===== src/design/srg_pkg.sv =====
// shared types and constants of the two-axis step ramp generator
// used by every module of the block, depends on nothing
`timescale 1ns / 1ps

package srg_pkg;

  localparam int STEP_W   = 16;
  localparam int PERIOD_W = 16;
  localparam int FRAC_W   = 8;
  localparam int E_W      = STEP_W + FRAC_W;
  localparam int APB_AW   = 3;
  localparam int APB_DW   = 32;

  localparam logic [FRAC_W-1:0] FRAC_RESET = 8'd64;

  // input command codes
  localparam logic CMD_START = 1'b0;
  localparam logic CMD_TICK  = 1'b1;

  // register index of ramp_fraction (byte address bit 2)
  localparam logic REG_RAMP_FRACTION = 1'b0;

  typedef struct packed {
    logic              cmd;
    logic [STEP_W-1:0] steps_x;
    logic [STEP_W-1:0] steps_y;
    logic              dir_x;
    logic              dir_y;
    logic              use_x;
    logic              use_y;
    logic [PERIOD_W-1:0] base_period;
  } srg_in_t;

  typedef struct packed {
    logic step_x;
    logic step_y;
    logic dir_x_out;
    logic dir_y_out;
    logic drivers_on;
    logic busy_res;
    logic done_res;
  } srg_out_t;

  // period request and response between sequencer and period unit
  typedef struct packed {
    logic              go;
    logic [STEP_W-1:0] index;
  } srg_per_req_t;

  typedef struct packed {
    logic                done;
    logic [PERIOD_W-1:0] half;
  } srg_per_rsp_t;

endpackage


===== src/design/two_axis_step_ramp_generator.sv =====
// top level of the two-axis step ramp generator: move latch, pulse phase
// sequencer and output register; depends on srg_pkg, srg_cfg_regs, srg_period_unit
`timescale 1ns / 1ps

// usage
//   input channel (in_valid / in_stall / in_data): a start beat latches a move
//   (step counts, directions, axis enables, cruise period); each tick beat is
//   one microsecond of the move. every input beat yields exactly one output beat
//   (out_valid / out_stall / out_data) with the step levels of that tick.
//   apb port: ramp_fraction at byte address 0, Q0.8, reset value 64.
// output timing
//   the output beat appears in the cycle after its input beat is accepted.
//   a tick inside a pulse phase leaves the input ready for the next beat. a
//   start beat that begins a move and a tick that enters the next step index
//   stall the input until the serial divider has formed the step period,
//   one base bit at a time.
// reset
//   synchronous, active low; the block comes up idle with all move state zero.
// stall
//   a result waiting under out_stall holds in the output register; one more
//   input beat is taken only once that result leaves.

module two_axis_step_ramp_generator
  import srg_pkg::*;
(
  input  logic              clk,
  input  logic              rst_n,
  input  logic              in_valid,
  output logic              in_stall,
  input  srg_in_t           in_data,
  output logic              out_valid,
  input  logic              out_stall,
  output srg_out_t          out_data,
  input  logic              psel,
  input  logic              penable,
  input  logic              pwrite,
  input  logic [APB_AW-1:0] paddr,
  input  logic [APB_DW-1:0] pwdata,
  output logic [APB_DW-1:0] prdata,
  output logic              pready
);

  // sequencer states
  localparam logic [1:0] ST_READY = 2'd0;
  localparam logic [1:0] ST_MUL   = 2'd1;
  localparam logic [1:0] ST_WAIT  = 2'd2;

  // pulse phases
  localparam logic [1:0] PH_XH = 2'd0;
  localparam logic [1:0] PH_XL = 2'd1;
  localparam logic [1:0] PH_YH = 2'd2;
  localparam logic [1:0] PH_YL = 2'd3;

  logic [FRAC_W-1:0] ramp_fraction;

  // latched move
  logic [STEP_W-1:0]   stx_r, stx_nxt;
  logic [STEP_W-1:0]   sty_r, sty_nxt;
  logic                dirx_r, dirx_nxt;
  logic                diry_r, diry_nxt;
  logic                usex_r, usex_nxt;
  logic                usey_r, usey_nxt;
  logic [PERIOD_W-1:0] base_r, base_nxt;

  // move progress
  logic [1:0]          st_r, st_nxt;
  logic [STEP_W-1:0]   total_r, total_nxt;
  logic [E_W-1:0]      e_r, e_nxt;
  logic [STEP_W-1:0]   idx_r, idx_nxt;
  logic [PERIOD_W-1:0] half_r, half_nxt;
  logic [PERIOD_W-1:0] tl_r, tl_nxt;
  logic [1:0]          ph_r, ph_nxt;
  logic                act_r, act_nxt;
  logic                go_r, go_nxt;

  // output register
  logic                out_vld_r, out_vld_nxt;
  srg_out_t            out_r, out_nxt;

  srg_per_req_t        preq;
  srg_per_rsp_t        prsp;

  logic                acc;
  logic [STEP_W-1:0]   nv;
  logic [PERIOD_W-1:0] tl_dec;
  logic [PERIOD_W-1:0] reload;
  logic                busy;
  logic                done;
  logic                sx;
  logic                sy;

  srg_cfg_regs u_cfg (
    .clk          (clk),
    .rst_n        (rst_n),
    .psel         (psel),
    .penable      (penable),
    .pwrite       (pwrite),
    .paddr        (paddr),
    .pwdata       (pwdata),
    .prdata       (prdata),
    .pready       (pready),
    .ramp_fraction(ramp_fraction)
  );

  assign preq.go    = go_r;
  assign preq.index = idx_r;

  srg_period_unit u_period (
    .clk     (clk),
    .rst_n   (rst_n),
    .req     (preq),
    .total   (total_r),
    .ramp_len(e_r),
    .base    (base_r),
    .rsp     (prsp)
  );

  // one beat in flight: wait for the period and for the output slot
  assign in_stall = (st_r != ST_READY) || (out_vld_r && out_stall);
  assign acc      = in_valid && !in_stall;

  assign nv     = idx_r + STEP_W'(1);
  assign tl_dec = tl_r - PERIOD_W'(1);
  // a half period of zero still lasts one tick
  assign reload = (half_r != '0) ? half_r : PERIOD_W'(1);

  always_comb begin
    stx_nxt     = stx_r;
    sty_nxt     = sty_r;
    dirx_nxt    = dirx_r;
    diry_nxt    = diry_r;
    usex_nxt    = usex_r;
    usey_nxt    = usey_r;
    base_nxt    = base_r;
    st_nxt      = st_r;
    total_nxt   = total_r;
    e_nxt       = e_r;
    idx_nxt     = idx_r;
    half_nxt    = half_r;
    tl_nxt      = tl_r;
    ph_nxt      = ph_r;
    act_nxt     = act_r;
    go_nxt      = 1'b0;
    out_vld_nxt = out_vld_r;
    out_nxt     = out_r;
    busy        = 1'b0;
    done        = 1'b0;
    sx          = 1'b0;
    sy          = 1'b0;

    // ramp length in Q.8 once the move is latched
    if (st_r == ST_MUL) begin
      e_nxt  = E_W'({{FRAC_W{1'b0}}, total_r} * {{STEP_W{1'b0}}, ramp_fraction});
      go_nxt = 1'b1;
      st_nxt = ST_WAIT;
    end

    // new step period in place
    if ((st_r == ST_WAIT) && prsp.done) begin
      half_nxt = prsp.half;
      tl_nxt   = (prsp.half != '0) ? prsp.half : PERIOD_W'(1);
      st_nxt   = ST_READY;
    end

    if (acc) begin
      if (in_data.cmd == CMD_START) begin
        if (!act_r) begin
          stx_nxt   = in_data.steps_x;
          sty_nxt   = in_data.steps_y;
          dirx_nxt  = in_data.dir_x;
          diry_nxt  = in_data.dir_y;
          usex_nxt  = in_data.use_x;
          usey_nxt  = in_data.use_y;
          base_nxt  = in_data.base_period;
          total_nxt = (in_data.steps_x > in_data.steps_y) ? in_data.steps_x
                                                          : in_data.steps_y;
          // an empty move is latched but starts nothing
          if ((in_data.use_x && (in_data.steps_x != '0)) ||
              (in_data.use_y && (in_data.steps_y != '0))) begin
            act_nxt = 1'b1;
            idx_nxt = '0;
            ph_nxt  = (in_data.use_x && (in_data.steps_x != '0)) ? PH_XH : PH_YH;
            st_nxt  = ST_MUL;
          end
        end
        busy = act_nxt;
        sx   = act_nxt && (ph_nxt == PH_XH);
        sy   = act_nxt && (ph_nxt == PH_YH);
      end else begin
        busy = act_r;
        if (act_r) begin
          sx = (ph_r == PH_XH);
          sy = (ph_r == PH_YH);
          if (tl_dec != '0) begin
            tl_nxt = tl_dec;
          end else if ((ph_r == PH_XH) || (ph_r == PH_YH)) begin
            ph_nxt = ph_r + 2'd1;
            tl_nxt = reload;
          end else if ((ph_r == PH_XL) && usey_r && (idx_r < sty_r)) begin
            ph_nxt = PH_YH;
            tl_nxt = reload;
          end else if ((usex_r && (nv < stx_r)) || (usey_r && (nv < sty_r))) begin
            // next step index: period goes through the divider
            idx_nxt = nv;
            ph_nxt  = (usex_r && (nv < stx_r)) ? PH_XH : PH_YH;
            go_nxt  = 1'b1;
            st_nxt  = ST_WAIT;
          end else begin
            act_nxt = 1'b0;
            done    = 1'b1;
          end
        end
      end
      out_nxt.step_x     = sx;
      out_nxt.step_y     = sy;
      out_nxt.dir_x_out  = dirx_nxt;
      out_nxt.dir_y_out  = diry_nxt;
      out_nxt.drivers_on = busy;
      out_nxt.busy_res   = busy;
      out_nxt.done_res   = done;
      out_vld_nxt        = 1'b1;
    end else if (!out_stall) begin
      out_vld_nxt = 1'b0;
    end
  end

  always_ff @(posedge clk) begin
    if (!rst_n) begin
      stx_r     <= '0;
      sty_r     <= '0;
      dirx_r    <= 1'b0;
      diry_r    <= 1'b0;
      usex_r    <= 1'b0;
      usey_r    <= 1'b0;
      base_r    <= '0;
      st_r      <= ST_READY;
      total_r   <= '0;
      e_r       <= '0;
      idx_r     <= '0;
      half_r    <= '0;
      tl_r      <= '0;
      ph_r      <= PH_XH;
      act_r     <= 1'b0;
      go_r      <= 1'b0;
      out_vld_r <= 1'b0;
    end else begin
      stx_r     <= stx_nxt;
      sty_r     <= sty_nxt;
      dirx_r    <= dirx_nxt;
      diry_r    <= diry_nxt;
      usex_r    <= usex_nxt;
      usey_r    <= usey_nxt;
      base_r    <= base_nxt;
      st_r      <= st_nxt;
      total_r   <= total_nxt;
      e_r       <= e_nxt;
      idx_r     <= idx_nxt;
      half_r    <= half_nxt;
      tl_r      <= tl_nxt;
      ph_r      <= ph_nxt;
      act_r     <= act_nxt;
      go_r      <= go_nxt;
      out_vld_r <= out_vld_nxt;
    end
  end

  always_ff @(posedge clk) begin
    out_r <= out_nxt;
  end

  assign out_valid = out_vld_r;
  assign out_data  = out_r;

`ifndef ASSERT_OFF
  // the divider answers only while the sequencer waits for it
  a_rsp_in_wait: assert property (@(posedge clk) disable iff (!rst_n)
    prsp.done |-> (st_r == ST_WAIT))
    else $error("period response outside wait state");

  // period work only happens inside a move
  a_idle_ready: assert property (@(posedge clk) disable iff (!rst_n)
    !act_r |-> (st_r == ST_READY))
    else $error("sequencer busy without an active move");

  // a running phase never sits at a zero tick count
  a_tick_left: assert property (@(posedge clk) disable iff (!rst_n)
    ((st_r == ST_READY) && act_r) |-> (tl_r != '0))
    else $error("zero tick count in a running phase");

  // the ending tick still reports busy
  a_done_busy: assert property (@(posedge clk) disable iff (!rst_n)
    (out_vld_r && out_r.done_res) |-> (out_r.busy_res && !act_r))
    else $error("done without busy or with a move still active");
`endif

endmodule


===== src/design/srg_cfg_regs.sv =====
// apb-style configuration register: ramp_fraction
// depends on srg_pkg
`timescale 1ns / 1ps

module srg_cfg_regs
  import srg_pkg::*;
(
  input  logic              clk,
  input  logic              rst_n,
  input  logic              psel,
  input  logic              penable,
  input  logic              pwrite,
  input  logic [APB_AW-1:0] paddr,
  input  logic [APB_DW-1:0] pwdata,
  output logic [APB_DW-1:0] prdata,
  output logic              pready,
  output logic [FRAC_W-1:0] ramp_fraction
);

  logic [FRAC_W-1:0] frac_r;
  logic [FRAC_W-1:0] frac_nxt;
  logic              hit;

  assign hit = (paddr[2] == REG_RAMP_FRACTION);

  always_comb begin
    frac_nxt = frac_r;
    if (psel && penable && pwrite && hit) begin
      frac_nxt = pwdata[FRAC_W-1:0];
    end
  end

  always_ff @(posedge clk) begin
    if (!rst_n) begin
      frac_r <= FRAC_RESET;
    end else begin
      frac_r <= frac_nxt;
    end
  end

  assign prdata        = hit ? {{(APB_DW-FRAC_W){1'b0}}, frac_r} : '0;
  assign pready        = 1'b1;
  assign ramp_fraction = frac_r;

endmodule


===== src/design/srg_period_unit.sv =====
// step period unit: picks the ramp region, forms x*base/ramp bit by bit
// (x: index or index+ramp-total) by shift and subtract; depends on srg_pkg
`timescale 1ns / 1ps

module srg_period_unit
  import srg_pkg::*;
(
  input  logic                clk,
  input  logic                rst_n,
  input  srg_per_req_t        req,
  input  logic [STEP_W-1:0]   total,
  input  logic [E_W-1:0]      ramp_len,
  input  logic [PERIOD_W-1:0] base,
  output srg_per_rsp_t        rsp
);

  localparam logic [1:0] PS_IDLE = 2'd0;
  localparam logic [1:0] PS_DIV  = 2'd1;
  localparam logic [1:0] PS_FIN  = 2'd2;

  localparam logic [1:0] RG_BASE  = 2'd0;
  localparam logic [1:0] RG_ACCEL = 2'd1;
  localparam logic [1:0] RG_DECEL = 2'd2;

  localparam int CNT_W = $clog2(PERIOD_W);
  localparam logic [CNT_W-1:0] CNT_LAST = CNT_W'(PERIOD_W - 1);

  logic [1:0]          st_r, st_nxt;
  logic [1:0]          rg_r, rg_nxt;
  logic [E_W-1:0]      dvd_r, dvd_nxt;
  logic [E_W:0]        rem_r, rem_nxt;
  logic [PERIOD_W-1:0] quo_r, quo_nxt;
  logic [PERIOD_W-1:0] bsh_r, bsh_nxt;
  logic [CNT_W-1:0]    cnt_r, cnt_nxt;
  logic                sub_r, sub_nxt;
  logic [PERIOD_W-1:0] half_r, half_nxt;
  logic                done_r, done_nxt;

  logic [E_W-1:0]      xs;
  logic [E_W-1:0]      ts;
  logic [E_W+1:0]      dsum;
  logic [E_W:0]        shl;
  logic [E_W:0]        acc;
  logic [PERIOD_W:0]   per;

  assign xs   = {req.index, {FRAC_W{1'b0}}};
  assign ts   = {total, {FRAC_W{1'b0}}};
  // index + ramp - total, sign bit tells the cruise region
  assign dsum = {2'b00, xs} + {2'b00, ramp_len} - {2'b00, ts};
  assign shl  = {rem_r[E_W-1:0], 1'b0};
  assign acc  = rem_r + {1'b0, dvd_r};

  always_comb begin
    st_nxt   = st_r;
    rg_nxt   = rg_r;
    dvd_nxt  = dvd_r;
    rem_nxt  = rem_r;
    quo_nxt  = quo_r;
    bsh_nxt  = bsh_r;
    cnt_nxt  = cnt_r;
    sub_nxt  = sub_r;
    half_nxt = half_r;
    done_nxt = 1'b0;
    per      = '0;
    case (st_r)
      PS_IDLE: begin
        if (req.go) begin
          rem_nxt = '0;
          quo_nxt = '0;
          bsh_nxt = base;
          cnt_nxt = CNT_LAST;
          sub_nxt = 1'b0;
          st_nxt  = PS_DIV;
          if (ramp_len == '0) begin
            rg_nxt  = RG_BASE;
            dvd_nxt = '0;
          end else if (xs <= ramp_len) begin
            rg_nxt  = RG_ACCEL;
            dvd_nxt = xs;
          end else if (dsum[E_W+1] || (dsum == '0)) begin
            rg_nxt  = RG_BASE;
            dvd_nxt = '0;
          end else begin
            rg_nxt  = RG_DECEL;
            dvd_nxt = dsum[E_W-1:0];
          end
        end
      end
      PS_DIV: begin
        if (!sub_r) begin
          // doubling half step
          if (shl >= {1'b0, ramp_len}) begin
            rem_nxt = shl - {1'b0, ramp_len};
            quo_nxt = {quo_r[PERIOD_W-2:0], 1'b1};
          end else begin
            rem_nxt = shl;
            quo_nxt = {quo_r[PERIOD_W-2:0], 1'b0};
          end
          sub_nxt = 1'b1;
        end else begin
          // add half step for the current base bit
          if (bsh_r[PERIOD_W-1]) begin
            if (acc >= {1'b0, ramp_len}) begin
              rem_nxt = acc - {1'b0, ramp_len};
              quo_nxt = quo_r + PERIOD_W'(1);
            end else begin
              rem_nxt = acc;
            end
          end
          bsh_nxt = {bsh_r[PERIOD_W-2:0], 1'b0};
          sub_nxt = 1'b0;
          cnt_nxt = cnt_r - CNT_W'(1);
          if (cnt_r == '0) begin
            st_nxt = PS_FIN;
          end
        end
      end
      PS_FIN: begin
        case (rg_r)
          RG_ACCEL: per = {base, 1'b0} - {1'b0, quo_r}
                          - {{PERIOD_W{1'b0}}, (rem_r != '0)};
          RG_DECEL: per = {1'b0, base} + {1'b0, quo_r};
          default:  per = {1'b0, base};
        endcase
        half_nxt = per[PERIOD_W:1];
        done_nxt = 1'b1;
        st_nxt   = PS_IDLE;
      end
      default: begin
        st_nxt = PS_IDLE;
      end
    endcase
  end

  always_ff @(posedge clk) begin
    if (!rst_n) begin
      st_r   <= PS_IDLE;
      done_r <= 1'b0;
    end else begin
      st_r   <= st_nxt;
      done_r <= done_nxt;
    end
  end

  always_ff @(posedge clk) begin
    rg_r   <= rg_nxt;
    dvd_r  <= dvd_nxt;
    rem_r  <= rem_nxt;
    quo_r  <= quo_nxt;
    bsh_r  <= bsh_nxt;
    cnt_r  <= cnt_nxt;
    sub_r  <= sub_nxt;
    half_r <= half_nxt;
  end

  assign rsp.done = done_r;
  assign rsp.half = half_r;

endmodule

===== config.mk =====
export PLATFORM = sky130hd
export DESIGN_NAME = two_axis_step_ramp_generator
export DESIGN_NICKNAME = d
export VERILOG_FILES = /design/src/design/srg_pkg.sv /design/src/design/two_axis_step_ramp_generator.sv /design/src/design/srg_cfg_regs.sv /design/src/design/srg_period_unit.sv
export SDC_FILE = /design/constraint.sdc
export NUM_CORES = 1
export LEC_CHECK = 0
export BUFFER_PORTS_ARGS = -buffer_cell sky130_fd_sc_hd__buf_4
export CAP_MARGIN = 20
export CELL_PAD_IN_SITES_DETAIL_PLACEMENT = 0
export CELL_PAD_IN_SITES_GLOBAL_PLACEMENT = 1
export CORE_MARGIN = 2
export CORE_UTILIZATION = 48
export DETAILED_ROUTE_END_ITERATION = 8
export PLACE_DENSITY = 0.82
export SYNTH_ARGS = -nofsm -noshare
export SYNTH_HDL_FRONTEND = slang
export SYNTH_SLANG_ARGS = --single-unit

===== constraint.sdc =====
create_clock -name clk -period 7 [get_ports clk]
set_input_delay 1.05 -clock clk [delete_from_list [all_inputs] [get_ports clk]]
set_output_delay 1.05 -clock clk [all_outputs]
set_load 0.03 [all_outputs]

# Word level (Yosys, flattened, before mapping)
# Index checks and enable logic that the tools add are counted.
[word_totals]
output_inout_bits = 42
reg_bits = 268
word_cells = 233
in_bits = 95
[classes]
n_eq_ne = 23
n_mul = 1
magnitude_cmp = 7
n_mux = 103
n_bitwise = 3
n_addsub = 13
n_reduce_logical = 47
[ops]
columns = ["op", "count"]
rows = [
  ["two-way mux 16 bit", 24],
  ["two-way mux 25 bit", 5],
  ["nonzero test 16 bit", 5],
  ["one-hot mux 16 bit (2 select lines)", 2],
  ["two-way mux 2 bit", 27],
  ["greater-or-equal comparator 25 x 24 -> 1 bit", 2],
  ["one-hot mux 25 bit (2 select lines)", 1],
  ["subtractor 25 x 24 -> 25 bit", 2],
  ["less-than comparator 16 bit", 3],
  ["two-way mux 24 bit", 2],
  ["two-way mux 1 bit", 35],
  ["one-hot mux 17 bit (2 select lines)", 1],
  ["adder 16 x 1 -> 16 bit, second input constant", 2],
  ["zero test 26 bit", 1],
  ["subtractor 26 x 24 -> 26 bit", 1],
  ["adder 24 x 24 -> 25 bit", 1],
  ["adder 25 x 24 -> 25 bit", 1],
  ["nonzero test 25 bit", 1],
  ["less-or-equal comparator 24 bit", 1],
  ["zero test 24 bit", 1],
  ["multiplier 16 x 8 -> 24 bit", 1],
  ["adder 16 x 16 -> 17 bit", 1],
  ["subtractor 17 x 1 -> 17 bit", 1],
  ["subtractor 17 x 16 -> 17 bit", 1],
  ["30 further kinds", 75],
]

# Longest topological paths before layout
# Gate-level depths: netlist of run 1.
[depth]
depth_word = 11
depth_mapped = 22
ltp_nobuf = 19

# Modules after synthesis
# From an unflattened synthesis of run 1, not the netlist that was laid out.
[hier_totals]
hier_cells = 3100
area_unflattened_um2 = 25987.4
[modules_own_cells]
columns = ["module", "n_inst", "area_per_inst_um2", "seq_area_each_um2", "cells_each"]
rows = [
  ["srg_period_unit", 1, 13047.5, 3183.1, 1520],
  ["two_axis_step_ramp_generator", 1, 12344.3, 3123.0, 1510],
  ["srg_cfg_regs", 1, 595.6, 160.2, 70],
]

# Worst setup path before layout of run 1
# OpenSTA, ideal clock, no wires.
[synth_timing]
path_kind = "register to register"
start = "reg u_period.rem_r[6]"
end = "reg u_period.quo_r[0], enable pin"
period_less_slack_ps = 5307
n_path_buf = 2
required_ps = 6610
stages_incl_launch_ff = 21
arrival_time_ps = 4917
setup_ps = 390
setup_slack_ps = 1693
cell_sequence = "edfxtp_1 -> ha_1 -> or4_1 -> o221ai_1 -> a21oi_1 -> a211o_1 -> a21o_1 -> a21oi_1 -> xnor2_1 -> ha_1 -> clkbuf_1 -> nand3_1 -> nor4_1 -> nand2_1 -> nand3_1 -> a31oi_1 -> o21a_1 -> nor2b_1 -> clkbuf_1 -> nor2b_1 -> nor2b_1"
[synth_via]
elab_chain_cells = 4
[synth_lines]
columns = ["item", "line", "text"]
rows = [
  ["from (decl)", "srg_period_unit.sv:31", "logic [E_W:0] rem_r, rem_nxt;"],
  ["from (signal assigned)", "srg_period_unit.sv:148", "rem_r <= rem_nxt;"],
  ["adder 25 x 24 -> 25 bit", "srg_period_unit.sv:51", "assign acc = rem_r + {1'b0, dvd_r};"],
  ["greater-or-equal comparator 25 x 24 -> 1 bit", "srg_period_unit.sv:103", "if (acc >= {1'b0, ramp_len}) begin"],
  ["!= test 3 bit (no line)", "-", ""],
  ["AND reduction 4 bit (no line)", "-", ""],
  ["to (signal assigned)", "srg_period_unit.sv:149", "quo_r <= quo_nxt;"],
  ["to (decl)", "srg_period_unit.sv:32", "logic [PERIOD_W-1:0] quo_r, quo_nxt;"],
]
# Every way passes these cells.
# A chain may end at the register's enable or synchronous reset.

# Worst setup path in the final report of run 1
[layout_timing]
start = "reg u_period.rem_r[0]"
end = "reg u_period.quo_r[5], enable pin"
# Same word-level chain as after synthesis.

==> impl_metrics.ini, run 1 <==
[synth]
syn-instance-count = 3053
synth-seq-cells = 268
post-synth-top-count-cell = sky130_fd_sc_hd__nand2_1
ys_top_cells_by_area = sky130_fd_sc_hd__ha_1 (14%), sky130_fd_sc_hd__edfxtp_1 (13%), sky130_fd_sc_hd__dfxtp_1 (12%)
ys_async_sr_fraction_pct = 0
synthesis.area_sq_um = 25500
synth.lib_cells_used.distinct = 79
dominantRegCellSynth = sky130_fd_sc_hd__dfxtp_1
synth_top_cells_by_count = sky130_fd_sc_hd__nand2_1 (378), sky130_fd_sc_hd__ha_1 (276), sky130_fd_sc_hd__inv_1 (275)
synth_largest_area_cell = sky130_fd_sc_hd__ha_1
synth_enable_flop_cells = 110
top_cell_type_s_share_of_synthesized_area_pct = 13.6
synth_sequential_area_ratio_pct = 25.4
syn_area_per_cell_sq_um = 8.34
synth_warnings = 0

[timing]
grt_setup_unrepaired = no
final_period_minus_worst_setup_slack_ns = 5.70
finalSetupViolCount = 0
finClkSkew_ns = 0.0249
report.final.slew_viol_count = 0
hold_viol = 0
final.period_utilization_pct = 81.4
slew_at_the_pin_with_the_worst_max_slew_slack_ns = 1.00
totalNegativeSetupSlack_ns = 0
fmax_achieved_mhz = 175
slew_headroom_pct = 32.8

[place]
dpl.cell_count = 3716
place.detailed.hpwl_microns = 54400
placed_cell_area_sq_um = 26600
place_congestion = 0.941
port-buffer-count = 85

[setup_path]
max_incr_delay_on_cp_ns = 0.46
cp-start-kind = register
critical-path-top-delay-family = compound AO/OA/AOI/OAI gates
required_ns = 7.29
end_kind = register
critical_path.slowest_cell = sky130_fd_sc_hd__edfxtp_1
worstReg2RegStart = u_period.rem_r[0]$_SDFFCE_PN0P_
reg2reg_slack_ns = 1.30
worst_setup_path_startpoint = u_period.rem_r[0]$_SDFFCE_PN0P_
critical_path.cell_chain = ha_1 > fa_1 > nand3_1 > a21o_1 > a31oi_1 > nor2b_1 > a31oi_1 > o21bai_1 > xor2_1 > ha_1 > a211oi_1 > nor2_1 > o31ai_1 > nand3_1 > a31oi_1 > o21a_1 > nor2b_2 > buf_4 > nor2b_1 > nor2b_1 > buf_4
maximum_fanout_along_the_worst_path = 16
cp.arrival_ns = 5.99
cp_num_buf_inv = 2
worstSetupPathType = register to register

[route]
drc = 0
ant_nets = 0
avgRoutedWirePerCell_microns = 18.9
route.vias.total = 22200
detail_route.vias_per_cell = 5.86
drt_iter0_drc = 1468
wl_microns = 71300
drtPass1Iterations = 5

[worst_hold_path]
worstHoldPathType = register to register
hp-start = stx_r[0]$_SDFFE_PN0P_

[floorplanning]
core_region_area_sq_um = 52400
fp.dieW_microns = 234
vertical_die_dimension_microns = 234
num_io_pins = 137
overall_die_area_sq_um = 54900
site_rows = 84
initial_utilization_pct = 48.5

[global_routing]
globalRoute.totalOverflow = 0
grt_use_met3_pct = 3.22
grt_first_pass_wirelength_microns = 114000
met2_usage_pct = 43.4
grt_antenna_before_repair = 0
grtUsageTotal_pct = 26.0
vias_in_the_first_global_route = 21600
grt_busiest_layer = met2
grt_start_max_net_pins = 90
grt_util_met1_pct = 35.0

[clocking]
cts.repair_timing.setup_buffer_count = 0
cts_tree = done
clkTransAtPathRegs_ns = 0.06
numClockSinks = 268
cts_htree_levels = 2
clkLatencyLatePin_ns = 0.55
cts_resized = 0
numCtsBuffers = 35
clockBufferDepth = 3
hold_buffers = 0
cts-root-buf = sky130_fd_sc_hd__clkbuf_16

[flow_run]
max_cap_violations = 0

[cells_and_area]
fin_cells = 3780
layout-area-overhead-vs-synth_pct = 8.93
final-seq-area_sq_um = 6470
drive_above_1_share_pct = 6.50
filler_cell_count = 4960
postLayoutCellArea_sq_um = 27700
n_antenna_cell = 0
multi_input_comb_area_sq_um = 17400
finalNetCount = 3529

[power_and_ir_drop]
pwr_density_cell_nw_per_um2 = 164
leakagePower_uw = 0.0119
vdd_ir_drop_max_v = 0.000125

[run_status]
outcome = finished, final reports clean
-- state kept, by name, summed over array words and instances, names as in the netlist, 2 cells and up, named ones only --
name,cells
base_r,16
e_r,24
half_r,16
idx_r,16
out_data,6
st_r,2
stx_r,16
sty_r,16
tl_r,16
total_r,16
u_cfg.ramp_fraction,8
u_period.bsh_r,16
u_period.cnt_r,4
u_period.dvd_r,24
u_period.half_r,16
u_period.quo_r,16
u_period.rem_r,25
u_period.rg_r,2
u_period.st_r,2
-- area by class of cell --
cell class,count,share of cell area [%]
Timing Repair Buffer,111,3.03
Clock buffer,50,3.77
Sequential cell,268,23.3
Multi-Input combinational cell,2374,62.7
Tap cell,688,3.10
Inverter,277,3.75
Clock inverter,12,0.334
-- path summary, 6_finish.rpt --
| check | endpoint | depth (start not counted) |
|---|---|---|
| worst max-delay path | u_period.quo_r[5]$_SDFFCE_PN0P_ | 21 |
| worst min-delay path | stx_r[0]$_SDFFE_PN0P_ | 2 |
| worst max register to register | u_period.quo_r[5]$_SDFFCE_PN0P_ | 21 |
| worst min register to register | stx_r[0]$_SDFFE_PN0P_ | 2 |
-- worst register-to-register path: stages (launching register included) --
cell,delay [ns]
sky130_fd_sc_hd__edfxtp_1,0.46
sky130_fd_sc_hd__ha_1,0.25
sky130_fd_sc_hd__fa_1,0.25
sky130_fd_sc_hd__nand3_1,0.15
sky130_fd_sc_hd__a21o_1,0.23
sky130_fd_sc_hd__a31oi_1,0.43
sky130_fd_sc_hd__nor2b_1,0.31
sky130_fd_sc_hd__a31oi_1,0.13
sky130_fd_sc_hd__o21bai_1,0.22
sky130_fd_sc_hd__xor2_1,0.32
sky130_fd_sc_hd__ha_1,0.38
sky130_fd_sc_hd__a211oi_1,0.32
sky130_fd_sc_hd__nor2_1,0.12
sky130_fd_sc_hd__o31ai_1,0.28
sky130_fd_sc_hd__nand3_1,0.12
sky130_fd_sc_hd__a31oi_1,0.26
sky130_fd_sc_hd__o21a_1,0.19
sky130_fd_sc_hd__nor2b_2,0.16
sky130_fd_sc_hd__buf_4,0.27
sky130_fd_sc_hd__nor2b_1,0.31
sky130_fd_sc_hd__nor2b_1,0.08
sky130_fd_sc_hd__buf_4,0.22
-- kinds of logic (layout without fill, tap and decap cells) --
logic type      after synthesis  after routing  synth area share [%]
simple gates               1002           1002                  19.3
compound gates              786            786                  20.9
fa+ha+maj                   367            367                  20.7
other cells                   2             25                0.0295
mux                          37             37                  1.48
buf+inv                     434            450                  6.81
xor+xnor                    157            157                  5.40
flops                       268            268                  25.4
-- stage by stage --
stage | hold WS [ns] | utilization (%) | total power (uW) | setup slack [ns]
2_1_floorplan | 0.439 | - | 2510 | 1.69
3_3_place_gp | 0.453 | 50.6 | 2750 | 1.52
3_5_place_dp | 0.457 | 50.7 | 2770 | 1.41
4_1_cts | 0.466 | 52.8 | 4570 | 1.38
5_1_grt | 0.483 | 52.9 | 4760 | 0.912
6_report | 0.463 | 52.9 | 4540 | 1.30
-- cells in the final DEF, fill, tap and decap left out, types with 37 or more instances in the layout --
| cell | Yosys | routed |
|---|---|---|
| sky130_fd_sc_hd__nand2_1 | 378 | 378 |
| sky130_fd_sc_hd__inv_1 | 275 | 275 |
| sky130_fd_sc_hd__nand3_1 | 83 | 83 |
| sky130_fd_sc_hd__o21a_1 | 44 | 44 |
| sky130_fd_sc_hd__clkbuf_16 | 0 | 37 |
| sky130_fd_sc_hd__xnor2_1 | 94 | 94 |
| sky130_fd_sc_hd__nor2_1 | 154 | 154 |
| sky130_fd_sc_hd__a21oi_1 | 135 | 135 |
| sky130_fd_sc_hd__a31oi_1 | 41 | 41 |
| sky130_fd_sc_hd__a21o_1 | 74 | 74 |
| sky130_fd_sc_hd__a211oi_1 | 54 | 53 |
| sky130_fd_sc_hd__xor2_1 | 63 | 63 |
| sky130_fd_sc_hd__fa_1 | 91 | 91 |
| sky130_fd_sc_hd__o21ai_0 | 140 | 140 |
| sky130_fd_sc_hd__buf_4 | 26 | 110 |
| sky130_fd_sc_hd__edfxtp_1 | 110 | 110 |
| sky130_fd_sc_hd__and2_1 | 112 | 112 |
| sky130_fd_sc_hd__nor2b_1 | 39 | 37 |
| sky130_fd_sc_hd__nor3_1 | 51 | 50 |
| sky130_fd_sc_hd__ha_1 | 276 | 276 |
| sky130_fd_sc_hd__a21boi_0 | 103 | 103 |
| sky130_fd_sc_hd__dfxtp_1 | 158 | 158 |
-- layer usage --
metal,up-vias,part of all wire [%]
met4,0,3.1
met2,645,47
met5,-,0
met3,109,5.2
met1,10600,45
li1,10800,-
-- power breakdown --
group | leakage [uW] | internal, uW | total [uW] | switching, uW
clock network | 0.000562 | 1050 | 1780 | 737
registers | 0.00230 | 1670 | 1750 | 76.4
logic | 0.00900 | 405 | 1010 | 602
total | 0.0119 | 3120 | 4540 | 1420
Note: power is estimated with default switching activity, not from simulation.
==> inputs of run 2 (changes only) <==
CORE_UTILIZATION = 44   (was 48)
PLACE_DENSITY = 0.79   (was 0.82)
clock period = 5 ns   (was 7 ns; I/O delays follow)
==> run 2 against run 1 <==
Sequential cell count unchanged. Final area grew 4.3%. Largest power group unchanged. Critical endpoint is now u_period.rem_r[23]$_SDFFCE_PN0P_. Sequential share of layout area down 0.91 points. First-iteration DRC count down 0.41%. Largest cell class unchanged.
==> impl_metrics.ini, run 2 (same netlist as run 1, synthesis figures left out) <==
[run_status]
outcome = finished, final reports clean

[setup_path]
cp.arrival_ns = 5.15
end_kind = register
required_ns = 5.31
critical-path-top-delay-family = simple AND/OR/NAND/NOR gates
worstSetupPathType = register to register
critical_path.slowest_cell = sky130_fd_sc_hd__ha_2
cp_num_buf_inv = 3
maximum_fanout_along_the_worst_path = 4
max_incr_delay_on_cp_ns = 0.40
worst_path_most_repeated_cell = sky130_fd_sc_hd__buf_4
cp-start-kind = register
critical_path.cell_chain = ha_2 > fa_2 > nand3_1 > a21o_1 > a31oi_2 > nor2b_1 > a31oi_1 > o21bai_1 > xor2_1 > ha_2 > nand3_2 > nor4_4 > buf_4 > nand2_1 > nand3_1 > a31oi_1 > o21a_1 > nor2b_2 > buf_4 > nor2b_1 > buf_4 > a211o_1
worstSetupPathDepth = 22
worstRegToRegCells = 22

[place]
dpl.cell_count = 3904
place_congestion = 0.911
port-buffer-count = 85
place.detailed.hpwl_microns = 58700
placed_cell_area_sq_um = 27500

[timing]
grt_setup_unrepaired = yes
slew_headroom_pct = 33.0
finalSetupViolCount = 0
slew_at_the_pin_with_the_worst_max_slew_slack_ns = 1.01
final.period_utilization_pct = 96.9
finClkSkew_ns = 0.0357
hold_viol = 0
fmax_achieved_mhz = 206
report.final.slew_viol_count = 0
final_period_minus_worst_setup_slack_ns = 4.84

[cells_and_area]
largest_register = u_period.rem_r
fin_cells = 3971
layout-area-overhead-vs-synth_pct = 13.6
number_of_flip_flops_under_the_largest_register_name = 25
postLayoutCellArea_sq_um = 28900
n_antenna_cell = 0
commonest_non_fill_non_tap_cells_in_the_layout = sky130_fd_sc_hd__nand2_1 (377), sky130_fd_sc_hd__inv_1 (275), sky130_fd_sc_hd__ha_1 (267)
drive_above_1_share_pct = 11.3
commonest_non_fill_non_tap_cell_in_the_layout = sky130_fd_sc_hd__nand2_1
filler_cell_count = 5508
finalNetCount = 3642
reg.largest.list = u_period.rem_r: 25 flops, e_r: 24 flops, u_period.dvd_r: 24 flops

[floorplanning]
core_region_area_sq_um = 57500
vertical_die_dimension_microns = 245
fp.dieW_microns = 245
num_io_pins = 137
initial_utilization_pct = 44.3
overall_die_area_sq_um = 59800
site_rows = 88

[clocking]
clkTransAtPathRegs_ns = 0.06
numClockSinks = 268
cts-root-buf = sky130_fd_sc_hd__clkbuf_16
clockBufferDepth = 3
clkLatencyLatePin_ns = 0.57
numCtsBuffers = 34
hold_buffers = 0
cts_tree = done
cts_htree_levels = 2

[global_routing]
grtUsageTotal_pct = 25.2
grt_start_max_net_pins = 83
globalRoute.totalOverflow = 0
vias_in_the_first_global_route = 22600
grt_first_pass_wirelength_microns = 121000
grt_antenna_before_repair = 0

[worst_hold_path]
hold-path-cell-count = 3
worstHoldPathType = primary input to register

[power_and_ir_drop]
leakagePower_uw = 0.0125
vdd_ir_drop_max_v = 0.000223
pwr_density_cell_nw_per_um2 = 227

[flow_run]
max_cap_violations = 0

[route]
wl_microns = 75600
ant_nets = 0
drtPass1Iterations = 5
route.vias.total = 22800
drc = 0
detail_route.vias_per_cell = 5.74
avgRoutedWirePerCell_microns = 19.0
drt_iter0_drc = 1462
-- run 2: cell count changes in the layout (fill, tap and decap cells not counted), moves of 6 or more --
cell                      delta
sky130_fd_sc_hd__a21oi_1     -6
sky130_fd_sc_hd__a21oi_2     +6
sky130_fd_sc_hd__buf_4     +113
sky130_fd_sc_hd__dfxtp_1    -11
sky130_fd_sc_hd__dfxtp_2    +10
sky130_fd_sc_hd__ha_1        -9
sky130_fd_sc_hd__ha_2        +7
-- run 2: final timing paths --
| kind | slack (ns) | to | startpoint |
|---|---|---|---|
| worst min-delay path | 0.42 | u_cfg.ramp_fraction[6]$_SDFFE_PN1P_ | pwdata[6] |
| worst min register to register | 0.47 | sty_r[14]$_SDFFE_PN0P_ | sty_r[14]$_SDFFE_PN0P_ |
| worst max-delay path | 0.16 | u_period.rem_r[23]$_SDFFCE_PN0P_ | u_period.rem_r[0]$_SDFFCE_PN0P_ |
| worst max register to register | 0.16 | u_period.rem_r[23]$_SDFFCE_PN0P_ | u_period.rem_r[0]$_SDFFCE_PN0P_ |
-- run 2: final cells by class --
type / count / area [sq um] / share of cell area [%]
multi-input combinational: 2374 / 17600 / 60.8
clock buffer: 47 / 982 / 3.40
tap: 765 / 957 / 3.31
inverter: 277 / 1040 / 3.60
clock inverter: 15 / 178 / 0.614
timing repair buffer: 225 / 1710 / 5.90
sequential: 268 / 6480 / 22.4
-- run 2: power breakdown --
part	internal [uW]	leakage, uW	switching (uW)	total [uW]
combinational	630	0.00962	907	1540
sequential	2340	0.00230	88.6	2430
clock	1540	0.000571	1050	2600
-- run 2: worst reg2reg max path, delay by kind of cell, from the launching register on --
kind / cells / cell delay [ns]
AND/OR/NAND/NOR: 8 / 1.24
XOR/XNOR: 1 / 0.19
AO/OA/AOI/OAI: 7 / 1.25
flip-flops: 1 / 0.39
buffers and inverters: 3 / 0.52
adder cells (fa/ha/maj): 3 / 1.00
-- run 2: what timing repair did --
item	CTS	global route
gates resized for setup	8	44
hold endpoints to repair	0	0
pin swaps	1	10
endpoints found under the setup margin	40	56
buffers inserted	1	3
-- run 2: routing by layer --
layer / routed length [microns] / global-route usage, % / up-vias
met5: 0 / 0 / -
met4: 2300 / 7.86 / 0
met3: 3220 / 2.63 / 135
met2: 34500 / 41.2 / 599
met1: 35600 / 34.8 / 11000
li1: - / - / 11000
-- run 2: stage by stage --
step	power (uW)	setup TNS, ns	utilization [%]	worst slack [ns]	hold slack (ns)
final	6570	0	50.3	0.157	0.424
after global placement	3940	-3.20	47.8	-0.189	0.454
after CTS	6590	0	50.0	0.00648	0.409
after floorplan	3510	0	-	0.163	0.439
after detailed placement	3970	-4.01	47.8	-0.205	0.461
after global routing	6870	-0.312	50.3	-0.0285	0.432
